--- config.mk ---
export PLATFORM = sky130hd
export DESIGN_NAME = button_led_dimmer_mode_controller
export DESIGN_NICKNAME = d
export VERILOG_FILES = /design/src/sv/bldm_pkg.sv /design/src/sv/bldm_core.sv /design/src/sv/button_led_dimmer_mode_controller.sv
export SDC_FILE = /design/constraint.sdc
export NUM_CORES = 1
export LEC_CHECK = 0
export BUFFER_PORTS_ARGS = -buffer_cell sky130_fd_sc_hd__buf_2
export CORE_ASPECT_RATIO = 0.6
export CORE_MARGIN = 4
export CORE_UTILIZATION = 40
export DETAILED_ROUTE_END_ITERATION = 8
export GPL_TIMING_DRIVEN = 1
export SLEW_MARGIN = 20
export SYNTH_ARGS = -nofsm -noshare
export SYNTH_HDL_FRONTEND = slang
export SYNTH_HIERARCHICAL = 1
export SYNTH_SLANG_ARGS = --single-unit
export TNS_END_PERCENT = 30
--- constraint.sdc ---
create_clock -name clk_i -period 4.4 [get_ports clk_i]
set_clock_uncertainty 0.15 [all_clocks]
set_input_delay 0.22 -clock clk_i [delete_from_list [all_inputs] [get_ports clk_i]]
set_output_delay 0.22 -clock clk_i [all_outputs]
set_load 0.01 [all_outputs]
--- src/sv/bldm_pkg.sv ---
// ----------------------------------------------------------------------------
// bldm_pkg: shared types and constants of the LED dimmer controller
// Holds the tick item, the result item, the register write record and the
// fixed timing constants of the timed light.
// ----------------------------------------------------------------------------
package bldm_pkg;

  // Ticks in one cycle of the timed light and the gap between the two flashes.
  localparam int unsigned CycleTicks = 255;
  localparam int unsigned FlashGap   = 8;

  localparam logic [7:0] CYCLE_TICKS = 8'(CycleTicks);
  localparam logic [7:0] FLASH_GAP   = 8'(FlashGap);

  // Register indexes on the configuration channel.
  localparam logic [2:0] CFG_START_MODE   = 3'd0;
  localparam logic [2:0] CFG_START_LEVEL  = 3'd1;
  localparam logic [2:0] CFG_LONG_PRESS   = 3'd2;
  localparam logic [2:0] CFG_RAMP_STEP    = 3'd3;
  localparam logic [2:0] CFG_SENSE_PERIOD = 3'd4;
  localparam logic [2:0] CFG_LIT_THR      = 3'd5;
  localparam logic [2:0] CFG_DARK_THR     = 3'd6;
  localparam logic [2:0] CFG_TIMER_CYCLES = 3'd7;

  // Mode codes.
  localparam logic [1:0] MODE_OFF   = 2'd0;
  localparam logic [1:0] MODE_FIXED = 2'd1;
  localparam logic [1:0] MODE_AUTO  = 2'd2;

  typedef struct packed {
    logic [7:0] light_sample;
    logic       button_pressed;
  } bldm_item_t;

  typedef struct packed {
    logic       save_level;
    logic       save_mode;
    logic [7:0] level_now;
    logic [1:0] mode_now;
    logic       indicator_pulse;
    logic [7:0] pwm_duty;
  } bldm_result_t;

  typedef struct packed {
    logic       valid;
    logic [2:0] addr;
    logic [8:0] data;
  } bldm_cfg_wr_t;

endpackage

--- src/sv/bldm_core.sv ---
// ----------------------------------------------------------------------------
// bldm_core: controller state and per-tick update
// Keeps the mode, level, duty, phase and counters, applies register writes
// and works out the next state and the result of one tick in a single pass.
// ----------------------------------------------------------------------------
module bldm_core
  import bldm_pkg::*;
(
  input  logic         clk_i,
  input  logic         rst_ni,
  input  logic         step_i,
  input  bldm_item_t   item_i,
  input  bldm_cfg_wr_t cfg_i,
  output bldm_result_t result_o
);

  localparam logic [2:0] PH_IDLE    = 3'd0;
  localparam logic [2:0] PH_PRESS   = 3'd1;
  localparam logic [2:0] PH_RAMP    = 3'd2;
  localparam logic [2:0] PH_HOLD    = 3'd3;
  localparam logic [2:0] PH_RUN     = 3'd4;
  localparam logic [2:0] PH_ENDHOLD = 3'd5;

  // Configuration registers.
  logic [7:0] long_press_q, ramp_step_q, lit_thr_q, dark_thr_q, timer_cycles_q;
  logic [8:0] sense_period_q;

  // Controller state.
  logic [1:0] mode_q, mode_d;
  logic [7:0] bright_q, bright_d;
  logic [7:0] duty_q, duty_d;
  logic [2:0] phase_q, phase_d;
  logic [7:0] press_q, press_d;
  logic [8:0] idle_q, idle_d;
  logic [7:0] ramp_q, ramp_d;
  logic       ramp_up_q, ramp_up_d;
  logic [7:0] cyc_cnt_q, cyc_cnt_d;
  logic [7:0] cyc_tick_q, cyc_tick_d;
  logic       entry_save_q;

  // Intermediate results of one tick.
  logic       pulse, save_mode, save_level;
  logic       press_go, step_go, run_go, idle_go, idle_clear, run_fresh;
  logic [7:0] press_base, press_next, step_level;
  logic [7:0] run_tick_base, run_tick_next, run_cnt_base, run_cnt_next;
  logic [8:0] idle_base, idle_next;
  logic [7:0] thr;

  always_comb begin
    mode_d     = mode_q;
    bright_d   = bright_q;
    duty_d     = duty_q;
    phase_d    = phase_q;
    press_d    = press_q;
    idle_d     = idle_q;
    ramp_d     = ramp_q;
    ramp_up_d  = ramp_up_q;
    cyc_cnt_d  = cyc_cnt_q;
    cyc_tick_d = cyc_tick_q;
    pulse      = 1'b0;
    save_mode  = entry_save_q;
    save_level = 1'b0;
    press_go   = 1'b0;
    press_base = press_q;
    step_go    = 1'b0;
    run_go     = 1'b0;
    run_fresh  = 1'b0;
    idle_go    = 1'b0;
    idle_clear = 1'b0;

    unique case (phase_q)
      PH_PRESS: begin
        if (item_i.button_pressed) begin
          press_go = 1'b1;
        end else begin
          mode_d     = (mode_q >= MODE_AUTO) ? MODE_OFF : 2'(mode_q + 2'd1);
          save_mode  = 1'b1;
          idle_go    = 1'b1;
          idle_clear = 1'b1;
        end
      end
      PH_RAMP: begin
        ramp_d = 8'(ramp_q + 8'd1);
        if (ramp_d == ramp_step_q) begin
          ramp_d = '0;
          if (item_i.button_pressed) begin
            step_go = 1'b1;
          end else begin
            ramp_up_d  = ~ramp_up_q;
            save_level = 1'b1;
            idle_go    = 1'b1;
            idle_clear = 1'b1;
          end
        end
      end
      PH_HOLD: begin
        if (!item_i.button_pressed) begin
          phase_d   = PH_RUN;
          run_go    = 1'b1;
          run_fresh = 1'b1;
        end
      end
      PH_RUN: begin
        run_go = 1'b1;
      end
      PH_ENDHOLD: begin
        if (!item_i.button_pressed) begin
          idle_go    = 1'b1;
          idle_clear = 1'b1;
        end
      end
      default: begin
        if (item_i.button_pressed) begin
          phase_d    = PH_PRESS;
          press_go   = 1'b1;
          press_base = '0;
        end else begin
          idle_go = 1'b1;
        end
      end
    endcase

    // Held-button counting; a long press starts the timed light or a ramp.
    press_next = 8'(press_base + 8'd1);
    if (press_go) begin
      press_d = press_next;
      if (press_next == long_press_q) begin
        if (mode_q == MODE_OFF) begin
          duty_d  = bright_q;
          phase_d = PH_HOLD;
        end else begin
          phase_d = PH_RAMP;
          ramp_d  = '0;
          step_go = 1'b1;
        end
      end
    end

    // One ramp step; a pulse marks a level already at its limit.
    step_level = bright_q;
    if (ramp_up_q) begin
      if (bright_q == 8'hFF) pulse = step_go;
      else                   step_level = {bright_q[6:0], 1'b1};
    end else begin
      if (bright_q == 8'd1) pulse = step_go;
      else                  step_level = {1'b0, bright_q[7:1]};
    end
    if (step_go) begin
      bright_d = step_level;
      duty_d   = step_level;
    end

    // Timed light: two flashes at the start of every cycle.
    run_tick_base = run_fresh ? 8'd0 : cyc_tick_q;
    run_cnt_base  = run_fresh ? 8'd0 : cyc_cnt_q;
    run_tick_next = 8'(run_tick_base + 8'd1);
    run_cnt_next  = 8'(run_cnt_base + 8'd1);
    if (run_go) begin
      if (item_i.button_pressed) begin
        duty_d  = '0;
        phase_d = PH_ENDHOLD;
      end else begin
        if (run_tick_base == 8'd0 || run_tick_base == FLASH_GAP) pulse = 1'b1;
        cyc_tick_d = run_tick_next;
        cyc_cnt_d  = run_cnt_base;
        if (run_tick_next == CYCLE_TICKS) begin
          cyc_tick_d = '0;
          cyc_cnt_d  = run_cnt_next;
          if (run_cnt_next == timer_cycles_q) begin
            duty_d  = '0;
            phase_d = PH_IDLE;
            idle_d  = '0;
          end
        end
      end
    end

    // Released idling: the mode action repeats once per sense period.
    idle_base = idle_clear ? 9'd0 : idle_q;
    idle_next = 9'(idle_base + 9'd1);
    thr       = (duty_q != 8'd0) ? lit_thr_q : dark_thr_q;
    if (idle_go) begin
      phase_d = PH_IDLE;
      if (idle_base == 9'd0) begin
        if (mode_d == MODE_FIXED) begin
          duty_d = bright_q;
        end else if (mode_d == MODE_AUTO) begin
          duty_d = (item_i.light_sample > thr) ? bright_q : 8'd0;
          pulse  = 1'b1;
        end else begin
          duty_d = '0;
        end
      end
      idle_d = (idle_next == sense_period_q) ? 9'd0 : idle_next;
    end
  end

  always_comb begin
    result_o.pwm_duty        = duty_d;
    result_o.indicator_pulse = pulse;
    result_o.mode_now        = mode_d;
    result_o.level_now       = bright_d;
    result_o.save_mode       = save_mode;
    result_o.save_level      = save_level;
  end

  always_ff @(posedge clk_i or negedge rst_ni) begin
    if (!rst_ni) begin
      long_press_q   <= 8'd255;
      ramp_step_q    <= 8'd40;
      sense_period_q <= 9'd256;
      lit_thr_q      <= 8'd64;
      dark_thr_q     <= 8'd128;
      timer_cycles_q <= 8'd255;
      mode_q         <= MODE_OFF;
      bright_q       <= 8'd255;
      duty_q         <= '0;
      phase_q        <= PH_IDLE;
      press_q        <= '0;
      idle_q         <= '0;
      ramp_q         <= '0;
      ramp_up_q      <= 1'b0;
      cyc_cnt_q      <= '0;
      cyc_tick_q     <= '0;
      entry_save_q   <= 1'b1;
    end else begin
      if (step_i) begin
        mode_q       <= mode_d;
        bright_q     <= bright_d;
        duty_q       <= duty_d;
        phase_q      <= phase_d;
        press_q      <= press_d;
        idle_q       <= idle_d;
        ramp_q       <= ramp_d;
        ramp_up_q    <= ramp_up_d;
        cyc_cnt_q    <= cyc_cnt_d;
        cyc_tick_q   <= cyc_tick_d;
        entry_save_q <= 1'b0;
      end
      // The user must write only while no tick is in flight; the block does not enforce this, and a write simply wins.
      if (cfg_i.valid) begin
        unique case (cfg_i.addr)
          CFG_START_MODE: begin
            mode_q       <= (cfg_i.data[1:0] == 2'd3) ? MODE_OFF : cfg_i.data[1:0];
            entry_save_q <= 1'b1;
          end
          CFG_START_LEVEL:  bright_q       <= cfg_i.data[7:0];
          CFG_LONG_PRESS:   long_press_q   <= cfg_i.data[7:0];
          CFG_RAMP_STEP:    ramp_step_q    <= cfg_i.data[7:0];
          CFG_SENSE_PERIOD: sense_period_q <= cfg_i.data;
          CFG_LIT_THR:      lit_thr_q      <= cfg_i.data[7:0];
          CFG_DARK_THR:     dark_thr_q     <= cfg_i.data[7:0];
          CFG_TIMER_CYCLES: timer_cycles_q <= cfg_i.data[7:0];
          default: ;
        endcase
      end
    end
  end

endmodule

--- src/sv/button_led_dimmer_mode_controller.sv ---
// ----------------------------------------------------------------------------
// button_led_dimmer_mode_controller: three-mode LED dimmer driven by ticks
// Input register, single-pass tick update and output register.
// ----------------------------------------------------------------------------
// Usage
//   Each transfer on the s_ channel is one 5 ms tick with the button level
//   and a light-sensor sample. Each tick yields exactly one transfer on the
//   m_ channel with the duty, indicator pulse, mode, level and save flags.
//   Registers are written on the cfg_ channel, which is always ready; write
//   only while no tick is in flight.
// Pipeline and throughput
//   A taken tick passes the input register, then its result is held in the
//   output register. One tick per cycle is sustained while m_tready_i is high,
//   set by the combinational state update between the registers.
// Reset
//   rst_ni clears both stages, loads the register defaults, and the first
//   result after reset carries save_mode.
// Stalls
//   While m_tready_i is low the result holds; one more tick waits in the
//   input register, after which s_tready_o drops.
// ----------------------------------------------------------------------------
module button_led_dimmer_mode_controller
  import bldm_pkg::*;
(
  input  logic        clk_i,
  input  logic        rst_ni,
  input  logic        s_tvalid_i,
  output logic        s_tready_o,
  // [0] button_pressed, [8:1] light_sample, [15:9] zero
  input  logic [15:0] s_tdata_i,
  output logic        m_tvalid_o,
  input  logic        m_tready_i,
  // [7:0] pwm_duty, [8] indicator_pulse, [10:9] mode_now, [18:11] level_now,
  // [19] save_mode, [20] save_level, [23:21] zero
  output logic [23:0] m_tdata_o,
  input  logic        cfg_valid_i,
  output logic        cfg_ready_o,
  input  logic [2:0]  cfg_addr_i,
  input  logic [8:0]  cfg_data_i
);

  logic         in_valid_q;
  bldm_item_t   in_item_q;
  logic         out_valid_q;
  bldm_result_t out_q, step_res;
  logic         advance;
  bldm_cfg_wr_t cfg_wr;

  assign advance     = in_valid_q && (!out_valid_q || m_tready_i);
  assign s_tready_o  = !in_valid_q || advance;
  assign cfg_ready_o = 1'b1;

  always_comb begin
    cfg_wr.valid = cfg_valid_i;
    cfg_wr.addr  = cfg_addr_i;
    cfg_wr.data  = cfg_data_i;
  end

  bldm_core u_core (
    .clk_i    (clk_i),
    .rst_ni   (rst_ni),
    .step_i   (advance),
    .item_i   (in_item_q),
    .cfg_i    (cfg_wr),
    .result_o (step_res)
  );

  always_ff @(posedge clk_i or negedge rst_ni) begin
    if (!rst_ni) begin
      in_valid_q  <= 1'b0;
      out_valid_q <= 1'b0;
    end else begin
      if (s_tready_o) in_valid_q <= s_tvalid_i;
      if (advance) out_valid_q <= 1'b1;
      else if (m_tready_i) out_valid_q <= 1'b0;
    end
  end

  always_ff @(posedge clk_i) begin
    if (s_tready_o && s_tvalid_i) begin
      in_item_q.button_pressed <= s_tdata_i[0];
      in_item_q.light_sample   <= s_tdata_i[8:1];
    end
    if (advance) out_q <= step_res;
  end

  assign m_tvalid_o = out_valid_q;
  assign m_tdata_o  = {3'b000, out_q.save_level, out_q.save_mode, out_q.level_now,
                       out_q.mode_now, out_q.indicator_pulse, out_q.pwm_duty};

endmodule

Yosys cells after proc, flatten, opt, wreduce, memory -nomap -nowiden
Index checks and enable logic that the tools add are counted.
{ "totals": {"reg_bits": 145, "output_inout_bits": 27} }
{ "op_classes": {"add_sub_neg": 6, "n_lt_le_gt_ge": 2, "eq_ne": 24, "n_mux": 87, "bitwise": 2, "n_reduce_logical": 31} }
{ "ops": {"columns": ["cell", "count"], "rows": [
  ["8-bit 2-to-1 mux", 32],
  ["9-bit 2-to-1 mux", 7],
  ["8-bit by 1-bit adder with 8-bit output (second input constant)", 4],
  ["1-bit 2-to-1 mux", 28],
  ["3-bit 2-to-1 mux", 9],
  ["8-bit equality test", 3],
  ["3-bit equality test (second input constant)", 6],
  ["8-bit equality test (second input constant)", 2],
  ["2-bit 2-to-1 mux", 7],
  ["2-bit AND reduction", 7],
  ["3-bit by 2-bit equality test with 1-bit output (second input constant)", 4],
  ["9-bit by 1-bit adder with 9-bit output (second input constant)", 1],
  ["9-bit equality test", 1],
  ["9-bit logical NOT", 1],
  ["8-bit by 1-bit equality test with 1-bit output (second input constant)", 1],
  ["8-bit by 4-bit equality test with 1-bit output (second input constant)", 1],
  ["8-bit > comparator", 1],
  ["8-bit logical NOT", 1],
  ["2-bit nonzero test", 4],
  ["8-bit nonzero test", 1],
  ["4-bit OR reduction", 2],
  ["3-bit by 1-bit equality test with 1-bit output (second input constant)", 2],
  ["1-bit one-hot mux with 2 select lines", 3],
  ["3-bit one-hot mux with 2 select lines", 1],
  ["16 further kinds", 23]
]} }

Depth between registers and ports, before layout
{ "logic_depth": {"depth_word": 16, "depth_mapped": 22, "depth_no_buf": 20} }

Hierarchy
The synthesis kept the hierarchy.
{ "by_module_without_submodules": {"columns": ["mod", "instances", "cells_per_inst", "area_per_inst_um2"], "rows": [
  ["bldm_core", 1, 825, 7534.7],
  ["button_led_dimmer_mode_controller", 1, 44, 1042.2]
]} }

Worst setup path before layout
Ideal clock, no wire load.
{ "synth_timing": {"path_kind": "register to register", "from": "register u_core.ramp_q[0]", "to": "register u_core.idle_q[7]", "setup_time_ns": 0.124, "arrival_ns": 4.424, "t_required_ns": 4.126, "path_slack_ns": -0.298, "stages_incl_launch_ff": 21, "path_buffers": 1, "period_less_slack_ns": 4.698, "cell_sequence": "dfrtp_1 > ha_1 > and4_4 > a22oi_2 > o21ai_1 > or4_4 > nor4_4 > nor2_1 > and2_1 > ha_1 > nand3_1 > nor4_1 > xnor2_1 > and4b_1 > a31oi_1 > or4_1 > a2bb2oi_1 > and4_1 > buf_2 > nor4_1 > o31a_1"} }
{ "synth_between": {"elab_chain_cells": 9, "elab_cells_between_ends": 15, "classes_between": "2 x add/sub; 3 x eq/ne; 6 x mux; 4 x reduce/logical"} }
{ "synth_lines": {"columns": ["item", "line_no", "source"], "rows": [
  ["from (decl)", "bldm_core.sv:35", "logic [7:0] ramp_q, ramp_d;"],
  ["from (signal assigned)", "bldm_core.sv:234", "ramp_q <= ramp_d;"],
  ["8-bit by 1-bit adder with 8-bit output (*)", "bldm_core.sv:83", "ramp_d = 8'(ramp_q + 8'd1);"],
  ["8-bit equality test (*)", "bldm_core.sv:84", "if (ramp_d == ramp_step_q) begin"],
  ["1-bit 2-to-1 mux (*)", "bldm_core.sv:84", null],
  ["1-bit one-hot mux with 2 select lines", "bldm_core.sv:71", "unique case (phase_q)"],
  ["9-bit 2-to-1 mux", "bldm_core.sv:179", "idle_base = idle_clear ? 9'd0 : idle_q;"],
  ["9-bit by 1-bit adder with 9-bit output", "bldm_core.sv:180", "idle_next = 9'(idle_base + 9'd1);"],
  ["9-bit equality test", "bldm_core.sv:194", "idle_d = (idle_next == sense_period_q) ? 9'd0 : idle_next;"],
  ["9-bit 2-to-1 mux", "bldm_core.sv:194", null],
  ["9-bit 2-to-1 mux", "bldm_core.sv:182", "if (idle_go) begin"],
  ["to (signal assigned)", "bldm_core.sv:233", "idle_q <= idle_d;"],
  ["to (decl)", "bldm_core.sv:34", "logic [8:0] idle_q, idle_d;"]
]} }
Every way passes the cells marked *; elsewhere a longest branch is shown, timed or not.
A chain may end at the register's enable or synchronous reset.

Worst setup path after layout
Ends and elaborated chain as after synthesis.

==> run metrics <==
r2r setup slk=0.02 ns; clk slew on worst S/H paths=0.07 ns; Nets=1002; largest net degree at the start of global routing=55; area delta synth->final=18.5%; Setup TNS=0 ns; commonest non-fill, non-tap cell in the layout=nand2_1; Cell variety after synth=83; worst reg2reg startpoint=u_core/ramp_q[0]; n_diodes=0; first-pass GRT wire length=37.1 mm; r2r worst-path depth=19; Worst setup SP type=flop; Routed Antenna Nets=0; fin crit share=0.994; core area=0.0210 sq mm; ys flop type=dfrtp_1; Starting Density=0.408; highest-count cells in the layout ignoring fill and taps=nand2_1, dfrtp_1, o21ai_0, mux2_2, nor2_1; dpl hpwl=16.5 mm; status=completed; Vias=7089; Die H=121 um; clock root cell=clkbuf_16; cell taking the most area after synthesis=dfrtp_1; Die W=197 um; Storage cell area=0.00382 sq mm; Detailed Route WL=23.1 mm; Synth Register Bits=145; Placement Setup Slack=-0.100 ns; worst hold slack=0.0190 ns; final worst slack=0.0245 ns; Hold Path Class=in -> reg; Worst VDD drop=0.379 mV; YS warnings=6; DR DRC count=0; Cells after Synth=869; vias in the first global route=6568; Worst-Skew Late Latency=0.42 ns; Synth area leaders=dfrtp_1, edfxtp_1, dfstp_2; ys async rst share=0.793; Multi-input gate area=0.00456 sq mm; clock sinks=145; CTS Buf Count=17; Rows=41; Min Clock Period, post-route=4.38 ns; critical-path maximum fanout=7; Setup Viol. Count Final=0; CP startpoint=u_core/ramp_q[0]; fmax=229 MHz; port bufs=48; Slew @ Worst Pin=0.916 ns; Top Ports=60; die area=0.0239 sq mm; Setup CP Type=reg -> reg; Synth top area share=0.248; Syn Area/Cell=9.87 sq um; leakage power=4.09 nW; H-tree depth=4; Post-synth EDFFs=30; arrival time at the worst endpoint=4.53 ns; Slew Viols, Final=0; Max-slew headroom=0.387; Overflow after GRT=0; filler instances=1984; sequential area share after synthesis=0.445; share of cells above drive strength 1=0.259; cell area after synthesis=0.00858 sq mm; initial antenna violation count=0; average wire per standard cell=18.6 um; power consumption=5.62 mW; critical register-to-register path endpoint=u_core/idle_q[7]; gp weighted congestion=0.901; CTS tree=yes; Crit. End Element=flop; RSZ-0062 raised after global routing=yes; drt pass-1 iters=5; vias per cell=5.70; Critical Path RT=4.56 ns; CP Capture Point=u_core/idle_q[7]; PD cells=553 mW/mm^2; All-Layer GR Usage=0.197; DR iter-0 viols=714; final hold viol count=0; CTS max path bufs=2; MaxCap Viol Count=0
worst max-delay path, stage by stage (launching register included):
cell and delay, ns:
dfrtp_2 0.43, ha_4 0.16, and4_4 0.15, a22oi_2 0.16
o21ai_1 0.09, or4_4 0.53, nor4_4 0.26, nor2_2 0.09
and2_4 0.18, ha_4 0.17, nand3_4 0.09, nor4_4 0.07
xnor2_2 0.18, and4b_1 0.20, a31oi_1 0.04, or4_1 0.53
a2bb2oi_2 0.17, and4_4 0.30, nor4_1 0.06, o31a_1 0.25
per-stage QoR:
step                utilization  instance area (sq um)  std cells
floorplan                     -                   8610        871
global placement          0.441                   9280       1193
detailed placement        0.441                   9280       1193
CTS                       0.479                  10100       1242
global route              0.483                  10200       1244
finish                    0.483                  10200       1244
what timing repair did:
item / CTS / global route
resized for setup: 3 / 14
setup endpoints to repair: 5 / 28
hold endpoints to repair: 43 / 0
hold buffers: 15 / 0
buffers inserted: 2 / 3
pin swaps: 1 / 16
metal layers:
layer	GRT usage	part of all wire	up-vias
li1	-	-	3383
met3	0.0344	0.063	17
met4	0.0368	0.0080	0
met1	0.329	0.54	3449
met5	0	0	-
met2	0.260	0.39	240
kinds of logic after synthesis:
family          Yosys count  synth area share
flops                   145             0.445
buf+inv                  68            0.0365
fa+ha+maj                17            0.0248
simple gates            303             0.184
other cells               2          0.000876
xor+xnor                 45            0.0492
mux                      75            0.0963
compound gates          214             0.164
how the worst min path moves through the flow:
stage,from,to,depth (start not counted)
3_5_place_dp,rst_ni,u_core/sense_period_q[7],1
6_report,cfg_data_i[5],u_core/bright_q[5],3
2_1_floorplan,rst_ni,in_valid_q,0
5_1_grt,cfg_data_i[3],u_core/bright_q[3],3
4_1_cts,cfg_data_i[2],u_core/bright_q[2],3
3_3_place_gp,rst_ni,u_core/press_q[6],1
report_power, final:
group | switching (mW) | internal, mW
Clock | 0.598 | 0.945
Combinational | 1.09 | 0.852
Sequential | 0.362 | 1.78
cells in the mapped netlist (3+ instances only):
cell	instances
xor2_1	16
and3_1	8
o41ai_1	7
nor3b_1	3
a21oi_1	39
clkbuf_1	22
mux2_2	60
xnor2_1	27
nand3b_1	4
nor3_1	22
mux2i_1	15
edfxtp_1	30
nand4_1	11
buf_2	10
o31a_1	5
nand2b_1	13
o21ai_0	73
ha_1	17
dfstp_2	30
buf_4	8
or3_1	5
and2_1	10
nor4_1	12
o211ai_1	10
o22ai_1	5
nor2_1	51
nand3_1	37
or4_1	4
nand4b_1	5
a21o_1	5
or2_2	3
o21a_1	3
a31oi_1	18
a32o_1	4
nand2_1	94
inv_1	22
a21boi_0	3
a2bb2oi_1	3
a22o_1	4
dfrtp_1	85
nor2b_1	3
o31ai_1	10
state kept, by name, indices dropped and copies added, names as in the netlist, 9 cells and up:
name,flops
in_item_q,9
m_tdata_o,21
u_core/idle_q,9
u_core/sense_period_q,9
area by class of cell:
class,instances,share of cell area
sequential,145,0.376
inverter,24,0.00887
multi-input combinational,658,0.449
clock inverter,11,0.0148
timing repair buffer,106,0.0708
clock buffer,21,0.0464
tap,279,0.0344
No activity file was read; power rests on OpenSTA's default activity.
